## src/rtl/core/bdws_pkg.sv

```systemverilog
`timescale 1ns / 1ps
// ----------------------------------------------------------------------------
// bdws_pkg
// Shared types and constants for the bounded deque with search.
// ----------------------------------------------------------------------------
package bdws_pkg;

  localparam int DEF_CAPACITY   = 16;
  localparam int DEF_VALUE_BITS = 32;
  localparam int OP_BITS        = 3;
  localparam int STATUS_BITS    = 2;

  typedef enum logic [OP_BITS-1:0] {
    OP_PUSH_FRONT = 3'd0,
    OP_PUSH_BACK  = 3'd1,
    OP_POP_FRONT  = 3'd2,
    OP_POP_BACK   = 3'd3,
    OP_SEARCH     = 3'd4
  } op_t;

  typedef enum logic [STATUS_BITS-1:0] {
    STATUS_OK    = 2'd0,
    STATUS_EMPTY = 2'd1,
    STATUS_FULL  = 2'd2
  } status_t;

  typedef enum logic [1:0] {
    ST_IDLE,
    ST_EXEC,
    ST_WALK,
    ST_DONE
  } state_t;

  // Row-wide move command: shr moves every entry one cell back,
  // shl moves every entry one cell towards the front.
  typedef struct packed {
    logic shl;
    logic shr;
  } cell_ctrl_t;

endpackage

```

## src/rtl/core/bdws_cell.sv

```systemverilog
`timescale 1ns / 1ps
// ----------------------------------------------------------------------------
// bdws_cell
// One storage cell of the deque row; takes a neighbour's entry or a new value.
// ----------------------------------------------------------------------------
module bdws_cell #(
  parameter int VALUE_BITS = bdws_pkg::DEF_VALUE_BITS
) (
  input  logic                   clk,
  input  bdws_pkg::cell_ctrl_t   ctrl,
  input  logic                   load,
  input  logic [VALUE_BITS-1:0]  value_in,
  input  logic [VALUE_BITS-1:0]  left_data,
  input  logic [VALUE_BITS-1:0]  right_data,
  output logic [VALUE_BITS-1:0]  data
);
  import bdws_pkg::*;

  // Payload only: no reset.
  always_ff @(posedge clk) begin
    priority if (ctrl.shr) begin
      data <= left_data;
    end else if (ctrl.shl) begin
      data <= right_data;
    end else if (load) begin
      data <= value_in;
    end else begin
      // Hold
      data <= data;
    end
  end

endmodule

```

## src/rtl/core/bounded_deque_with_search_unit.sv

```systemverilog
`timescale 1ns / 1ps
// ----------------------------------------------------------------------------
// bounded_deque_with_search_unit
// Bounded deque of signed values held in a row of cells, front entry in cell 0.
// Push front, push back and pop front go through ST_EXEC to the result register.
// Pop back (not empty) and search go on to ST_WALK and ST_DONE; the row rotates once
// through cell 0, where a single comparator checks one entry per cycle.
// One request is in work at a time; a new one is taken while a result waits.
// Reset (rst, synchronous) empties the deque; cell contents are not cleared.
// ----------------------------------------------------------------------------
module bounded_deque_with_search_unit #(
  parameter int CAPACITY   = bdws_pkg::DEF_CAPACITY,
  parameter int VALUE_BITS = bdws_pkg::DEF_VALUE_BITS,
  localparam int POS_W     = $clog2(CAPACITY),
  localparam int CNT_W     = $clog2(CAPACITY + 1),
  localparam int IN_BITS   = bdws_pkg::OP_BITS + VALUE_BITS,
  localparam int IN_W      = ((IN_BITS + 7) / 8) * 8,
  localparam int OUT_BITS  = bdws_pkg::STATUS_BITS + 1 + POS_W + VALUE_BITS + CNT_W,
  localparam int OUT_W     = ((OUT_BITS + 7) / 8) * 8
) (
  input  logic             clk,
  input  logic             rst,
  input  logic             s_tvalid,
  output logic             s_tready,
  // op, value (from bit 0 up)
  input  logic [IN_W-1:0]  s_tdata,
  output logic             m_tvalid,
  input  logic             m_tready,
  // status, found, position, removed_value, element_count (from bit 0 up)
  output logic [OUT_W-1:0] m_tdata
);
  import bdws_pkg::*;

  localparam logic [POS_W-1:0] LAST_STEP = POS_W'(CAPACITY - 1);
  localparam logic [CNT_W-1:0] FULL_CNT  = CNT_W'(CAPACITY);

  state_t state, state_next;

  // Request held for the duration of the operation
  op_t                    op_q;
  logic [VALUE_BITS-1:0]  value_q;

  // Deque occupancy
  logic [CNT_W-1:0]       count, count_next;

  // Walk bookkeeping
  logic [POS_W-1:0]       step;
  logic                   hit;
  logic [POS_W-1:0]       hit_pos;
  logic [VALUE_BITS-1:0]  back_value;

  // Result register
  status_t                status_q, status_next;
  logic                   found_q, found_next;
  logic [POS_W-1:0]       pos_q, pos_next;
  logic [VALUE_BITS-1:0]  removed_q, removed_next;
  logic [CNT_W-1:0]       count_q;

  logic                   in_accept;
  logic                   out_free;
  logic                   res_write;
  logic                   need_walk;
  logic                   load_back;
  cell_ctrl_t             ctrl;

  logic [VALUE_BITS-1:0]  cell_data [CAPACITY];
  logic [VALUE_BITS-1:0]  head_data;

  assign in_accept = s_tvalid && s_tready;
  assign s_tready  = (state == ST_IDLE);
  assign out_free  = !m_tvalid || m_tready;
  assign head_data = cell_data[0];
  // Search always walks; pop back walks only when there is something to take
  assign need_walk = (op_q == OP_SEARCH) || ((op_q == OP_POP_BACK) && (count != '0));

  assign m_tdata = OUT_W'({count_q, removed_q, pos_q, found_q, status_q});

  // --------------------------------------------------------------------------
  // Cell row: cell 0 is the front. Shifting back feeds the new value into
  // cell 0; shifting to the front wraps cell 0 round to the last cell, so
  // CAPACITY such moves restore the original order.
  // --------------------------------------------------------------------------
  for (genvar i = 0; i < CAPACITY; i++) begin : g_cell
    logic [VALUE_BITS-1:0] left_d;
    logic [VALUE_BITS-1:0] right_d;

    if (i == 0) begin : g_first
      assign left_d = value_q;
    end else begin : g_mid
      assign left_d = cell_data[i-1];
    end

    if (i == CAPACITY - 1) begin : g_last
      assign right_d = cell_data[0];
    end else begin : g_inner
      assign right_d = cell_data[i+1];
    end

    bdws_cell #(
      .VALUE_BITS (VALUE_BITS)
    ) u_cell (
      .clk        (clk),
      .ctrl       (ctrl),
      .load       (load_back && (count == CNT_W'(i))),
      .value_in   (value_q),
      .left_data  (left_d),
      .right_data (right_d),
      .data       (cell_data[i])
    );
  end

  // --------------------------------------------------------------------------
  // Next-state logic
  // --------------------------------------------------------------------------
  always_comb begin
    state_next = state;
    unique case (state)
      ST_IDLE: begin
        if (in_accept) state_next = ST_EXEC;
      end
      ST_EXEC: begin
        if (need_walk) begin
          state_next = ST_WALK;
        end else if (out_free) begin
          state_next = ST_IDLE;
        end
      end
      ST_WALK: begin
        if (step == LAST_STEP) state_next = ST_DONE;
      end
      ST_DONE: begin
        if (out_free) state_next = ST_IDLE;
      end
      default: state_next = ST_IDLE;
    endcase
  end

  // --------------------------------------------------------------------------
  // Datapath control and result formation
  // --------------------------------------------------------------------------
  always_comb begin
    ctrl         = '0;
    load_back    = 1'b0;
    res_write    = 1'b0;
    status_next  = STATUS_OK;
    found_next   = 1'b0;
    pos_next     = '0;
    removed_next = '0;
    count_next   = count;
    unique case (state)
      ST_IDLE: begin
      end
      ST_EXEC: begin
        if (!need_walk && out_free) begin
          res_write = 1'b1;
          unique case (op_q)
            OP_PUSH_FRONT: begin
              if (count == FULL_CNT) begin
                status_next = STATUS_FULL;
              end else begin
                ctrl.shr   = 1'b1;
                count_next = count + 1'b1;
              end
            end
            OP_PUSH_BACK: begin
              if (count == FULL_CNT) begin
                status_next = STATUS_FULL;
              end else begin
                load_back  = 1'b1;
                count_next = count + 1'b1;
              end
            end
            OP_POP_FRONT: begin
              if (count == '0) begin
                status_next = STATUS_EMPTY;
              end else begin
                removed_next = head_data;
                ctrl.shl     = 1'b1;
                count_next   = count - 1'b1;
              end
            end
            OP_POP_BACK: begin
              // Only reached with an empty deque
              status_next = STATUS_EMPTY;
            end
            default: begin
            end
          endcase
        end
      end
      ST_WALK: begin
        ctrl.shl = 1'b1;
      end
      ST_DONE: begin
        if (out_free) begin
          res_write = 1'b1;
          if (op_q == OP_POP_BACK) begin
            removed_next = back_value;
            count_next   = count - 1'b1;
          end else begin
            found_next = hit;
            pos_next   = hit ? hit_pos : '0;
          end
        end
      end
      default: begin
      end
    endcase
  end

  // --------------------------------------------------------------------------
  // Control registers
  // --------------------------------------------------------------------------
  always_ff @(posedge clk) begin
    if (rst) begin
      state    <= ST_IDLE;
      count    <= '0;
      m_tvalid <= 1'b0;
      step     <= '0;
      hit      <= 1'b0;
    end else begin
      state <= state_next;
      count <= count_next;
      if (res_write) begin
        m_tvalid <= 1'b1;
      end else if (m_tready) begin
        m_tvalid <= 1'b0;
      end
      // Clear the walk before it starts, advance it with every shift of the row
      if (state == ST_EXEC) begin
        step <= '0;
        hit  <= 1'b0;
      end else if (state == ST_WALK) begin
        step <= step + 1'b1;
        if (!hit && (CNT_W'(step) < count) && (head_data == value_q)) begin
          hit <= 1'b1;
        end
      end
    end
  end

  // --------------------------------------------------------------------------
  // Payload registers
  // --------------------------------------------------------------------------
  always_ff @(posedge clk) begin
    if (in_accept) begin
      op_q    <= op_t'(s_tdata[OP_BITS-1:0]);
      value_q <= s_tdata[OP_BITS +: VALUE_BITS];
    end
    if (state == ST_WALK) begin
      // Record the first match; the entry at the back passes cell 0 last
      if (!hit && (CNT_W'(step) < count) && (head_data == value_q)) begin
        hit_pos <= step;
      end
      if (CNT_W'(step) == count - 1'b1) begin
        back_value <= head_data;
      end
    end
    if (res_write) begin
      status_q  <= status_next;
      found_q   <= found_next;
      pos_q     <= pos_next;
      removed_q <= removed_next;
      count_q   <= count_next;
    end
  end

`ifndef SYNTHESIS
  // Occupancy never goes beyond the row length
  a_count_bound: assert property (@(posedge clk) disable iff (rst)
    count <= FULL_CNT)
    else $error("deque count exceeds capacity");

  // Occupancy moves only when a result is written
  a_count_moves_with_result: assert property (@(posedge clk) disable iff (rst)
    !$stable(count) |-> $past(res_write))
    else $error("deque count changed without a result");

  // A walk runs its full rotation before finishing
  a_walk_full_turn: assert property (@(posedge clk) disable iff (rst)
    (state == ST_WALK && step != LAST_STEP) |=> (state == ST_WALK))
    else $error("walk left before a full rotation");

  // A full status is given only with a full deque
  a_full_status: assert property (@(posedge clk) disable iff (rst)
    (res_write && status_next == STATUS_FULL) |-> (count == FULL_CNT))
    else $error("full status reported with free cells");
`endif

endmodule

```

## config.mk

```make
export PLATFORM = sky130hd
export DESIGN_NAME = bounded_deque_with_search_unit
export DESIGN_NICKNAME = d
export VERILOG_FILES = /design/src/rtl/core/bdws_pkg.sv /design/src/rtl/core/bdws_cell.sv /design/src/rtl/core/bounded_deque_with_search_unit.sv
export SDC_FILE = /design/constraint.sdc
export NUM_CORES = 1
export LEC_CHECK = 0
export BUFFER_PORTS_ARGS = -buffer_cell sky130_fd_sc_hd__buf_2
export CAP_MARGIN = 15
export CELL_PAD_IN_SITES_DETAIL_PLACEMENT = 0
export CELL_PAD_IN_SITES_GLOBAL_PLACEMENT = 1
export CORE_MARGIN = 1
export CORE_UTILIZATION = 25
export CTS_CLUSTER_DIAMETER = 30
export DETAILED_ROUTE_END_ITERATION = 8
export GPL_ROUTABILITY_DRIVEN = 0
export PLACE_DENSITY = 0.46
export SYNTH_ARGS = -nofsm -noshare
export SYNTH_HDL_FRONTEND = slang
export SYNTH_SLANG_ARGS = --single-unit
```

## constraint.sdc

```tcl
create_clock -name clk -period 4.8 [get_ports clk]
set_input_delay 0.96 -clock clk [delete_from_list [all_inputs] [get_ports clk]]
set_output_delay 0.96 -clock clk [all_outputs]
set_load 0.03 [all_outputs]
```

==> impl_metrics.json <==
{
  "avgViaCountPerCell": 4.79,
  "track_usage_pct": 14.6,
  "dp_worst_setup_slack_ps": 738,
  "finalSetupTns_ps": 0,
  "p_leak_nw": 11.8,
  "pwr-share-comb_pct": 5.2,
  "wl_per_cell_um": 19.8,
  "fmax_mhz": 251,
  "synth_area_per_cell_um2": 11.1,
  "numCtsBuffers": 160,
  "post_cts_resized": 0,
  "nets": 2790,
  "initial_utilization_pct": 25.4,
  "period_share_pct": 82.9,
  "dr.pass1.iters": 5,
  "clockBufferDepth": 3,
  "synthCells": 2636,
  "swShare_pct": 23.2,
  "synth-warning-count": 0,
  "portBuffers": 84,
  "cts-root-buf": "clkbuf_16",
  "grt_pass1_vias": 20900,
  "hold_class": "input port to flip-flop",
  "fin_skew_ps": 30.2,
  "vias": 21000,
  "grt_pass1_wl_um": 130000,
  "clkLatencyLatePin_ps": 730,
  "cp.required_ps": 5200,
  "syn_area_mm2": 0.0292,
  "layout_common_cells": "627 x edfxtp_1, 498 x nand2_1, 486 x a21oi_1",
  "overflow": 0,
  "tightestPinTransition_ps": 1190,
  "maxCapViolations": 0,
  "n_antenna_cell": 0,
  "critPathCaptureType": "flip-flop",
  "cts_setup_buffers": 0,
  "drtAntennaViolNets": 0,
  "die_w_um": 344,
  "critical_path_class": "flip-flop to flip-flop",
  "start_kind": "flip-flop",
  "internal-power_mw": 13.8,
  "cts_htree_levels": 4,
  "cp_max_fo": 18,
  "ys_ff_latch": 640,
  "cts_hold_buffers": 0,
  "setup_viol": 0,
  "fin_ws_ps": 818,
  "period_minus_slack_ps": 3980,
  "rsz0062_at_grt": "false",
  "drive_above_1_share_pct": 15.4,
  "syn_to_final_growth_pct": 26.3,
  "pwr-share-clk_pct": 58.6,
  "yosysSeqAreaShare_pct": 65.4,
  "routed_wl_um": 86700,
  "drt_iter0_drc": 1583,
  "synthArstFlopShare_pct": 0,
  "dieArea_mm2": 0.118,
  "status": "finished, final reports clean",
  "crit_arrival_ps": 4380,
  "grt_max_degree": 261,
  "io_pins": 94,
  "tritoncts": "yes",
  "synth_enable_flop_cells": 627,
  "hpwl_um": 51900,
  "synth_cell_types": 58,
  "seqPwrFrac_pct": 36.2,
  "maxSlewHeadroom_pct": 20.7,
  "core_mm2": 0.115,
  "slew_violations": 0,
  "rows": 124,
  "p_per_area_mw_per_mm2": 488,
  "peakVddDrop_v": 0.000310,
  "power_switching_mw": 4.18,
  "die_h_um": 344,
  "dp.cells": 4067,
  "layout_commonest_cell": "edfxtp_1",
  "antenna_found_initial": 0,
  "clk_pin_slew_worst_paths_ps": 50,
  "instances_no_fill": 4374,
  "synthFlopType": "edfxtp_1",
  "hold_viol_final": 0,
  "clock-sinks": 640,
  "drc_errors": 0,
  "final_util_pct": 32.0
}
==> critical path, cell delays in order (launching register included) <==
cell      delay, ps
dfxtp_1         330
inv_1            90
ha_1            520
nand2b_1        200
nand2b_1        210
nor4b_1         560
nand2_1         410
o21ai_4         940
buf_4           370
==> power by group through the flow <==
stage / clock (mW) / combinational, mW / sequential [mW]
global placement: 0 / 0.912 / 6.62
finish: 10.5 / 0.931 / 6.52
global route: 11.1 / 1.04 / 6.53
CTS: 10.8 / 0.937 / 6.53
floorplan: 0 / 0.568 / 6.61
detailed placement: 0 / 0.933 / 6.62
==> final cells by class <==
cell class	instances	area, um^2
clock buffer	190	4150
clock inverter	103	1180
fill	11700	78100
inverter	14	52.6
multi-input combinational	1758	9240
sequential	640	19100
tap	1512	1890
timing repair buffer	157	1240
==> cell families after synthesis <==
family	after synthesis	synth area share (%)
flops	640	65.4
other cells	1	0.0129
mux	34	1.30
fa+ha+maj	15	0.643
buf+inv	241	3.63
xor+xnor	44	1.32
simple gates	582	8.15
compound gates	1079	19.5
==> through the flow <==
step                hold slack, ps  cell area (um^2)  power [mW]
floorplan                      464             29200        7.18
finish                         409             36800        18.0
global route                   364             36800        18.6
CTS                            350             36700        18.2
detailed placement             511             31400        7.55
global placement               503             31400        7.53
==> Yosys cell counts (12+ instances only) <==
| cell | count | share of area, % |
|---|---|---|
| mux2_2 | 20 | 0.77 |
| mux2_1 | 12 | 0.46 |
| a22o_1 | 32 | 0.96 |
| a21boi_1 | 32 | 0.82 |
| ha_1 | 15 | 0.64 |
| nor2_1 | 13 | 0.17 |
| xnor2_1 | 13 | 0.39 |
| edfxtp_1 | 627 | 65 |
| clkbuf_1 | 137 | 1.8 |
| xor2_1 | 31 | 0.93 |
| nand2_1 | 498 | 6.4 |
| o21ai_1 | 100 | 1.7 |
| inv_1 | 14 | 0.18 |
| o21ai_0 | 403 | 6.9 |
| buf_4 | 18 | 0.46 |
| a21oi_1 | 486 | 8.3 |
| dfxtp_1 | 13 | 0.89 |
| buf_2 | 63 | 1.1 |
==> state kept, by name, summed over array words and instances, names as in the netlist, 5 cells and up <==
name / flops
g_cell.left_d: 32
count: 5
count_q: 5
removed_q: 32
back_value: 32
g_cell.u_cell.data: 512
==> metal layers <==
layer  share of wire (%)  GRT usage, %  up-vias
li1                    -             -     9939
met1                  46          19.7    10400
met2                  47          23.0      467
met3                 4.2          2.73      150
met4                 2.7          5.67        0
met5                   0             0        -
==> path summary, 6_finish.rpt <==
check	depth (start not counted)	slack (ps)	startpoint	to
worst max register to register	8	820	state[1]	g_cell[6].u_cell.data[10]
worst max-delay path	8	820	state[1]	g_cell[6].u_cell.data[10]
worst min-delay path	1	410	s_tdata[6]	g_cell[0].left_d[3]
worst min register to register	1	520	hit_pos[2]	pos_q[2]
Note: power is estimated with default switching activity, not from simulation.
